===== src/lzd_pkg.sv =====
// lzd_pkg: shared types and constants for the LZ10 stream decoder.
// No dependencies; imported by the interfaces, lzd_ctrl, lzd_datapath, the top level and the bench.
`timescale 1ns / 1ps

package lzd_pkg;

	localparam int unsigned CFG_W  = 24;
	localparam int unsigned BYTE_W = 8;
	localparam int unsigned STAT_W = 3;
	localparam int unsigned DIST_W = 13;
	localparam int unsigned MLEN_W = 5;

	// result status codes
	localparam logic [STAT_W-1:0] STAT_BYTE      = 3'd0;
	localparam logic [STAT_W-1:0] STAT_FINAL     = 3'd1;
	localparam logic [STAT_W-1:0] STAT_EXHAUSTED = 3'd2;
	localparam logic [STAT_W-1:0] STAT_DIST      = 3'd3;
	localparam logic [STAT_W-1:0] STAT_OVERRUN   = 3'd4;

	// parser phase codes
	localparam logic [1:0] PH_FLAG  = 2'd0;
	localparam logic [1:0] PH_TOKEN = 2'd1;
	localparam logic [1:0] PH_TAIL  = 2'd2;

	localparam logic [3:0]        FLAG_TOKENS = 4'd8;
	localparam logic [MLEN_W-1:0] LEN_BIAS    = 5'd3;

	// what the current input byte means to the parser
	typedef enum logic [2:0] {
		TK_NONE,
		TK_FLAG,
		TK_LIT,
		TK_HEAD,
		TK_DIST_ERR,
		TK_LEN_ERR,
		TK_COPY
	} tok_kind_t;

	typedef enum logic [1:0] {
		EM_IN,
		EM_MEM,
		EM_ERR
	} emit_sel_t;

	typedef struct packed {
		logic              take;
		logic              restart;
		logic              emit;
		emit_sel_t         emit_sel;
		logic [STAT_W-1:0] err_code;
		logic              run_end;
		logic              copy_start;
		logic              copy_step;
		logic              token_next;
	} ctrl_cmd_t;

	typedef struct packed {
		tok_kind_t kind;
		logic      out_free;
		logic      byte_final;
		logic      copy_last;
		logic      last_q;
	} dp_status_t;

endpackage


===== src/lzd_ctrl.sv =====
// lzd_ctrl: sequencing state machine of the LZ10 decoder.
// Depends on lzd_pkg; drives lzd_datapath through ctrl_cmd_t.
`timescale 1ns / 1ps

module lzd_ctrl import lzd_pkg::*; (
	input  logic       clk,
	input  logic       arst_n,
	input  logic       in_valid,
	input  logic       in_last,
	output logic       in_ready,
	input  dp_status_t st,
	output ctrl_cmd_t  cmd
);

	typedef enum logic [2:0] {
		S_IDLE = 3'b001,
		S_COPY = 3'b010,
		S_ERR2 = 3'b100
	} state_t;

	state_t state_q, state_d;

	always_ff @(posedge clk or negedge arst_n) begin
		if (!arst_n) begin
			state_q <= S_IDLE;
		end else begin
			state_q <= state_d;
		end
	end

	always_comb begin
		state_d        = state_q;
		in_ready       = 1'b0;
		cmd.take       = 1'b0;
		cmd.restart    = 1'b0;
		cmd.emit       = 1'b0;
		cmd.emit_sel   = EM_ERR;
		cmd.err_code   = STAT_EXHAUSTED;
		cmd.run_end    = 1'b1;
		cmd.copy_start = 1'b0;
		cmd.copy_step  = 1'b0;
		cmd.token_next = 1'b0;
		case (state_q)
			S_IDLE: begin
				in_ready = st.out_free;
				if (in_valid && st.out_free) begin
					cmd.take    = 1'b1;
					cmd.restart = in_last;
					case (st.kind)
						TK_FLAG, TK_HEAD: begin
							cmd.emit = in_last;
						end
						TK_LIT: begin
							cmd.emit     = 1'b1;
							cmd.emit_sel = EM_IN;
							// early end after a non-final literal: error follows
							if (in_last && !st.byte_final) begin
								cmd.run_end = 1'b0;
								state_d     = S_ERR2;
							end
						end
						TK_DIST_ERR: begin
							cmd.emit     = 1'b1;
							cmd.err_code = STAT_DIST;
						end
						TK_LEN_ERR: begin
							cmd.emit     = 1'b1;
							cmd.err_code = STAT_OVERRUN;
						end
						TK_COPY: begin
							cmd.restart    = 1'b0;
							cmd.copy_start = 1'b1;
							state_d        = S_COPY;
						end
						default: begin
						end
					endcase
				end
			end
			S_COPY: begin
				if (st.out_free) begin
					cmd.emit     = 1'b1;
					cmd.emit_sel = EM_MEM;
					if (st.copy_last) begin
						cmd.token_next = 1'b1;
						cmd.restart    = st.last_q;
						if (st.last_q && !st.byte_final) begin
							cmd.run_end = 1'b0;
							state_d     = S_ERR2;
						end else begin
							state_d = S_IDLE;
						end
					end else begin
						cmd.run_end   = 1'b0;
						cmd.copy_step = 1'b1;
					end
				end
			end
			S_ERR2: begin
				if (st.out_free) begin
					cmd.emit = 1'b1;
					state_d  = S_IDLE;
				end
			end
			default: begin
				state_d = S_IDLE;
			end
		endcase
	end

endmodule


===== config.mk =====
export PLATFORM = sky130hd
export DESIGN_NAME = lzd_ctrl
export DESIGN_NICKNAME = d
export VERILOG_FILES = /design/src/lzd_pkg.sv /design/src/lzd_ctrl.sv
export SDC_FILE = /design/constraint.sdc
export NUM_CORES = 1
export LEC_CHECK = 0
export BUFFER_PORTS_ARGS = -buffer_cell sky130_fd_sc_hd__buf_2
export CORE_AREA = 3 3 40 42
export DETAILED_ROUTE_END_ITERATION = 16
export DIE_AREA = 0 0 43 45
export SYNTH_ARGS = -nofsm -noshare
export SYNTH_HDL_FRONTEND = slang
export SYNTH_SLANG_ARGS = --single-unit
export TNS_END_PERCENT = 20

===== constraint.sdc =====
create_clock -name clk -period 5.1 [get_ports clk]
set_clock_uncertainty 0.2 [all_clocks]
set_input_delay 1.02 -clock clk [delete_from_list [all_inputs] [get_ports clk]]
set_output_delay 1.02 -clock clk [all_outputs]
set_load 0.005 [all_outputs]

== After elaboration in Yosys (flattened, before gate mapping) ==
Index checks and enable logic that the tools add are counted.
Widths: inputs -> output; s select.
Word-level totals
  flip-flop bits (word level): 3
  input port bits: 11
  output and inout port bits: 13
  logic and storage cells: 57
Cells by class
  equality and inequality tests: 15
  multiplexer cells: 34
  reductions and logical operators: 7
Operators with widths (count)
  $mux 3: 7
  $mux 1: 14
  $eq 3x3->1 const B: 4
  $pmux 3 s2: 2
  $mux 10: 1
  $eq 3x2->1 const B: 3
  $pmux 3 s3: 1
  $ne 2x2->1 const B: 4
  $eq 3x1->1 const B: 2
  $mux 2: 3
  $pmux 1 s2: 3
  $reduce_and 6->1: 1
  $mux 4: 1
  $pmux 2 s2: 1
  $logic_and 1x1->1: 3
  $ne 3x1->1 const B: 1
  $ne 3x3->1 const B: 1
  $pmux 1 s3: 1
  $reduce_or 3->1: 1
  $reduce_or 2->1: 1
  $logic_not 1->1: 1

== Logic depth before layout (Yosys ltp) ==
  depth in word-level cells: 6
  depth in mapped cells: 5

== Worst setup path after synthesis ==
OpenSTA, ideal clock, no wires.
  path type: input -> output
  from: input st[5] (netlist bit)
  to: output cmd[3] (netlist bit)
  arrival time: 1.660 ns
  required time: 3.880 ns
  path slack: 2.220 ns
  stages on the path: 4
  cell sequence: or2b_1 nor3_1 o21ai_1 nand2b_1
RTL lines
  start, declared: RTL line lzd_ctrl.sv:11  | input dp_status_t st,
  end, declared: RTL line lzd_ctrl.sv:12  | output ctrl_cmd_t cmd

==> impl_results.html <==
<table>
<tr><th>Metric</th><th>Value</th></tr>
<tr><th colspan="2">Setup path</th></tr>
<tr><td>Critical path's largest stage delay</td><td>roughly 0.29 ns</td></tr>
<tr><td>Critical path launch point type</td><td>input port</td></tr>
<tr><td>Crit-path max FO</td><td>6</td></tr>
<tr><td>Critical path, cell by cell</td><td>buf_2 -&gt; inv_1 -&gt; a221oi_2 -&gt; o21ai_1 -&gt; nand2b_1 -&gt; buf_2</td></tr>
<tr><td>Arrival time worst endpoint</td><td>slightly below 2 ns</td></tr>
<tr><td>Cell seen most often among critical-path stages</td><td>sky130_fd_sc_hd__buf_2</td></tr>
<tr><td>Sort of element at the end of the critical path</td><td>output port</td></tr>
<tr><td>Required time reported for the critical path endpoint</td><td>~3.9 ns</td></tr>
<tr><td>Classification of the worst setup path</td><td>input port to output port</td></tr>
<tr><td>Critical Path Slowest Stage Cell</td><td>sky130_fd_sc_hd__a221oi_2</td></tr>
<tr><td>Setup slack of the worst register-to-register path</td><td>around 3.4 ns</td></tr>
<tr><th colspan="2">STA</th></tr>
<tr><td>Share of the cycle needed by the critical path after routing</td><td>0.624</td></tr>
<tr><td>Post-route worst setup slack</td><td>around 1.9 ns</td></tr>
<tr><td>Final Hold Fails</td><td>0</td></tr>
<tr><td>Setup repair after global routing missed its margin</td><td>false</td></tr>
<tr><td>Post-layout min period</td><td>about 3.2 ns</td></tr>
<tr><td>Count of pins over their slew limit</td><td>0</td></tr>
<tr><td>Fmax achieved</td><td>approximately 0.31 GHz</td></tr>
<tr><td>Worst slew pin tran</td><td>about 0.43 ns</td></tr>
<tr><td>Count of final setup violators</td><td>0</td></tr>
<tr><td>Max_slew headroom</td><td>0.713</td></tr>
<tr><td>Final total negative setup slack</td><td>0 ns</td></tr>
<tr><th colspan="2">Pwr</th></tr>
<tr><td>Int Pwr</td><td>around 0.12 mW</td></tr>
<tr><td>Power per cell area</td><td>350 nW/µm²</td></tr>
<tr><td>Fraction of power consumed by the clock network</td><td>0.213</td></tr>
<tr><td>Switching power share of the total</td><td>0.419</td></tr>
<tr><td>Largest vdd supply drop</td><td>0.125 mV</td></tr>
<tr><td>Psw</td><td>a little under 0.09 mW</td></tr>
<tr><td>Seq pwr share</td><td>0.237</td></tr>
<tr><td>Proportion of power drawn by combinational gates</td><td>0.550</td></tr>
<tr><td>Leakage component of the power</td><td>around 0.29 nW</td></tr>
<tr><th colspan="2">Die</th></tr>
<tr><td>Number of standard-cell rows in the floorplan</td><td>13</td></tr>
<tr><td>Die Ht</td><td>between 40 and 50 µm</td></tr>
<tr><td>Initial core utilization</td><td>0.357</td></tr>
<tr><td>Number of ports placed on the die boundary</td><td>24</td></tr>
<tr><td>Die W</td><td>43 µm</td></tr>
<tr><td>Area of the core region</td><td>about 1300 µm²</td></tr>
<tr><td>Overall die area</td><td>~1900 µm²</td></tr>
<tr><th colspan="2">Synth</th></tr>
<tr><td>Count of cell types in the netlist</td><td>36</td></tr>
<tr><td>Fraction of synthesis flops using an asynchronous set or reset pin</td><td>1.00</td></tr>
<tr><td>Syn avg cell area</td><td>7.92 µm²</td></tr>
<tr><td>Most frequent cells after synthesis</td><td>7 x sky130_fd_sc_hd__nor2_1, 5 x sky130_fd_sc_hd__nand2_1, 4 x sky130_fd_sc_hd__nor3_1</td></tr>
<tr><td>Post-synthesis instance area</td><td>around 460 µm²</td></tr>
<tr><td>Biggest area consumer among synthesized cells</td><td>sky130_fd_sc_hd__dfrtp_1</td></tr>
<tr><td>Number of synthesized register bits</td><td>3</td></tr>
<tr><td>Cells after synthesis</td><td>58</td></tr>
<tr><td>XOR/XNOR Fraction of Synth Area</td><td>0.0191</td></tr>
<tr><td>Total nets after synthesis</td><td>slightly below 70</td></tr>
<tr><td>Synthesized-area fraction occupied by ao, oa, aoi and oai cells</td><td>0.272</td></tr>
<tr><td>Post-synthesis mux area share</td><td>0.0245</td></tr>
<tr><td>Number of enable-type register cells in the synthesized netlist</td><td>0</td></tr>
<tr><td>Top FF cell, synth</td><td>sky130_fd_sc_hd__dfrtp_1</td></tr>
<tr><td>Area contributors post-synth</td><td>sky130_fd_sc_hd__dfrtp_1 11%, sky130_fd_sc_hd__dfstp_2 5.7%, sky130_fd_sc_hd__nor2_1 5.7%</td></tr>
<tr><td>Share of synthesized area occupied by flip-flops and latches</td><td>0.166</td></tr>
<tr><td>Number of warnings issued by yosys</td><td>0</td></tr>
<tr><td>Most frequently used cell type in the post-synthesis netlist</td><td>sky130_fd_sc_hd__nor2_1</td></tr>
<tr><td>Post-synthesis simple-gate area fraction</td><td>0.447</td></tr>
<tr><td>Main combinational cell family by area after synthesis</td><td>simple AND/OR/NAND/NOR gates</td></tr>
<tr><td>Portion of synthesized cell area occupied by the leading cell type</td><td>0.109</td></tr>
<tr><td>Adder-cell share of the synthesized area</td><td>0</td></tr>
<tr><th colspan="2">Routing</th></tr>
<tr><td>Routed wire per std cell</td><td>11.8 µm</td></tr>
<tr><td>Post-route DRC violation count</td><td>0</td></tr>
<tr><td>Detailed-router iteration count before antenna repair</td><td>4</td></tr>
<tr><td>Via count of the routed design</td><td>524</td></tr>
<tr><td>Number of design-rule violations left by the first detailed-router iteration</td><td>7</td></tr>
<tr><td>Via density per instance</td><td>~5.3</td></tr>
<tr><td>Total routed wirelength</td><td>about 1200 µm</td></tr>
<tr><td>Post-route antenna net violation count</td><td>0</td></tr>
<tr><th colspan="2">Run</th></tr>
<tr><td>Number of violations of the max-capacitance limit</td><td>0</td></tr>
<tr><th colspan="2">Final layout</th></tr>
<tr><td>Register with the highest flop count</td><td>state_q</td></tr>
<tr><td>Share of final-layout standard cells stronger than drive strength 1</td><td>0.470</td></tr>
<tr><td># diodes</td><td>0</td></tr>
<tr><td>Biggest regs</td><td>state_q: 3 flops</td></tr>
<tr><td>Relative area change from synthesis to final layout</td><td>29.4%</td></tr>
<tr><td>Flip-flop count of the largest register, all copies and words added</td><td>3</td></tr>
<tr><td>Final Net Count</td><td>95</td></tr>
<tr><td>Number of standard cells in the layout, taps in and fillers out</td><td>98</td></tr>
<tr><th colspan="2">Global routing</th></tr>
<tr><td>Most utilized layer in the global route result</td><td>met2</td></tr>
<tr><td>Leftover overflow at the end of global routing</td><td>0</td></tr>
<tr><td>Global-route track usage on met1</td><td>0.161</td></tr>
<tr><td>Number of global-route vias before repair</td><td>462</td></tr>
<tr><td>First-pass GRT wire length</td><td>around 1900 µm</td></tr>
<tr><td>Maximum number of pins on one net before global-route repair</td><td>12</td></tr>
<tr><td>Initial antenna violation count</td><td>0</td></tr>
<tr><td>GRT Util Overall</td><td>0.135</td></tr>
<tr><td>Met2 track demand over resource in global routing</td><td>0.210</td></tr>
<tr><td>Met3 track demand over resource</td><td>0.0279</td></tr>
<tr><th colspan="2">CTS</th></tr>
<tr><td>CTS buffer count</td><td>3</td></tr>
<tr><td>Clock Latency Late Sink</td><td>about 0.24 ns</td></tr>
<tr><td>Post-CTS Hold Buffers</td><td>0</td></tr>
<tr><td>Clock sink total</td><td>3</td></tr>
<tr><td>CTS tree</td><td>done</td></tr>
<tr><td>Root cell of the clock tree</td><td>sky130_fd_sc_hd__clkbuf_4</td></tr>
<tr><td>Clock edge transition at the registers on the reported setup and hold paths</td><td>0.04 ns</td></tr>
<tr><td>Setup bufs post-CTS</td><td>0</td></tr>
<tr><td>H-tree level count</td><td>1</td></tr>
<tr><td># resized after CTS</td><td>0</td></tr>
<tr><td>CTS max path bufs</td><td>2</td></tr>
<tr><th colspan="2">Place</th></tr>
<tr><td>Final estimated routing congestion in global placement</td><td>approximately 0.77</td></tr>
<tr><td>DP Cell Count</td><td>94</td></tr>
<tr><td>Buffers added on ports</td><td>23</td></tr>
<tr><td>Setup Slack @ Placement</td><td>between 1.5 and 2 ns</td></tr>
<tr><th colspan="2">Outcome</th></tr>
<tr><td>Run status</td><td>complete, no violations</td></tr>
<tr><th colspan="2">Min path</th></tr>
<tr><td>Worst min-delay path class</td><td>input port to async pin</td></tr>
</table>
[through the flow]
stage          power [mW]  hold WS (ns)  utilization  instance area (µm²)
6_report            0.208         0.359        0.463                  594
2_1_floorplan       0.138         0.321            -                  459
5_1_grt             0.229         0.355        0.463                  594
4_1_cts             0.209         0.357        0.463                  594
3_3_place_gp        0.165         0.370        0.442                  568
3_5_place_dp        0.163         0.364        0.442                  568
[worst max-delay path: cells and delay by family]
| kind | cells | cell delay, ns |
|---|---|---|
| AO/OA/AOI/OAI | 2 | 0.40 |
| AND/OR/NAND/NOR | 1 | 0.15 |
| buffers and inverters | 3 | 0.38 |
[power groups by stage]
stage	clock network, mW	logic (mW)	registers, mW
5_1_grt	0.0478	0.130	0.0512
3_3_place_gp	0	0.115	0.0495
3_5_place_dp	0	0.114	0.0496
4_1_cts	0.0453	0.115	0.0494
6_report	0.0444	0.115	0.0493
2_1_floorplan	0	0.0985	0.0396
[layout make-up]
cell class	count	area, µm²
Tap cell	15	18.8
Sequential cell	3	76.3
Timing Repair Buffer	23	115
Multi-Input combinational cell	51	350
Inverter	2	7.51
Clock buffer	4	26.3
Fill cell	140	691
[logic make-up after synthesis]
kind of cell,count (synthesis)
AND/OR/NAND/NOR,34
AO/OA/AOI/OAI,15
buffers and inverters,4
flip-flops,3
XOR/XNOR,1
multiplexers,1
[worst paths after layout]
kind                         endpoint  cells after the start  startpoint
setup / recovery               cmd[3]                      6       st[3]
hold / removal             state_q[2]                      1      arst_n
setup reg to reg           state_q[1]                      4  state_q[1]
hold reg to reg            state_q[0]                      2  state_q[0]
max in group asynchronous  state_q[0]                      1      arst_n
min in group clk           state_q[0]                      2  state_q[0]
[cell usage in the layout (no fill, tap or decap), types with 2 or more instances in the layout]
cell type,n
sky130_fd_sc_hd__buf_2,23
sky130_fd_sc_hd__nor2_1,7
sky130_fd_sc_hd__nand2_1,5
sky130_fd_sc_hd__nor3_1,4
sky130_fd_sc_hd__o21ai_1,3
sky130_fd_sc_hd__clkbuf_4,3
sky130_fd_sc_hd__inv_1,2
sky130_fd_sc_hd__and2_1,2
sky130_fd_sc_hd__nor2b_2,2
sky130_fd_sc_hd__nand2b_1,2
sky130_fd_sc_hd__a32oi_1,2
sky130_fd_sc_hd__nand3_1,2
sky130_fd_sc_hd__dfrtp_1,2
[routing by layer]
| metal | vias up | part of all wire |
|---|---|---|
| met5 | - | 0 |
| met4 | 0 | 0.019 |
| met3 | 2 | 0.075 |
| met2 | 26 | 0.46 |
| met1 | 228 | 0.44 |
| li1 | 268 | - |
No activity file was read; power rests on OpenSTA's default activity.
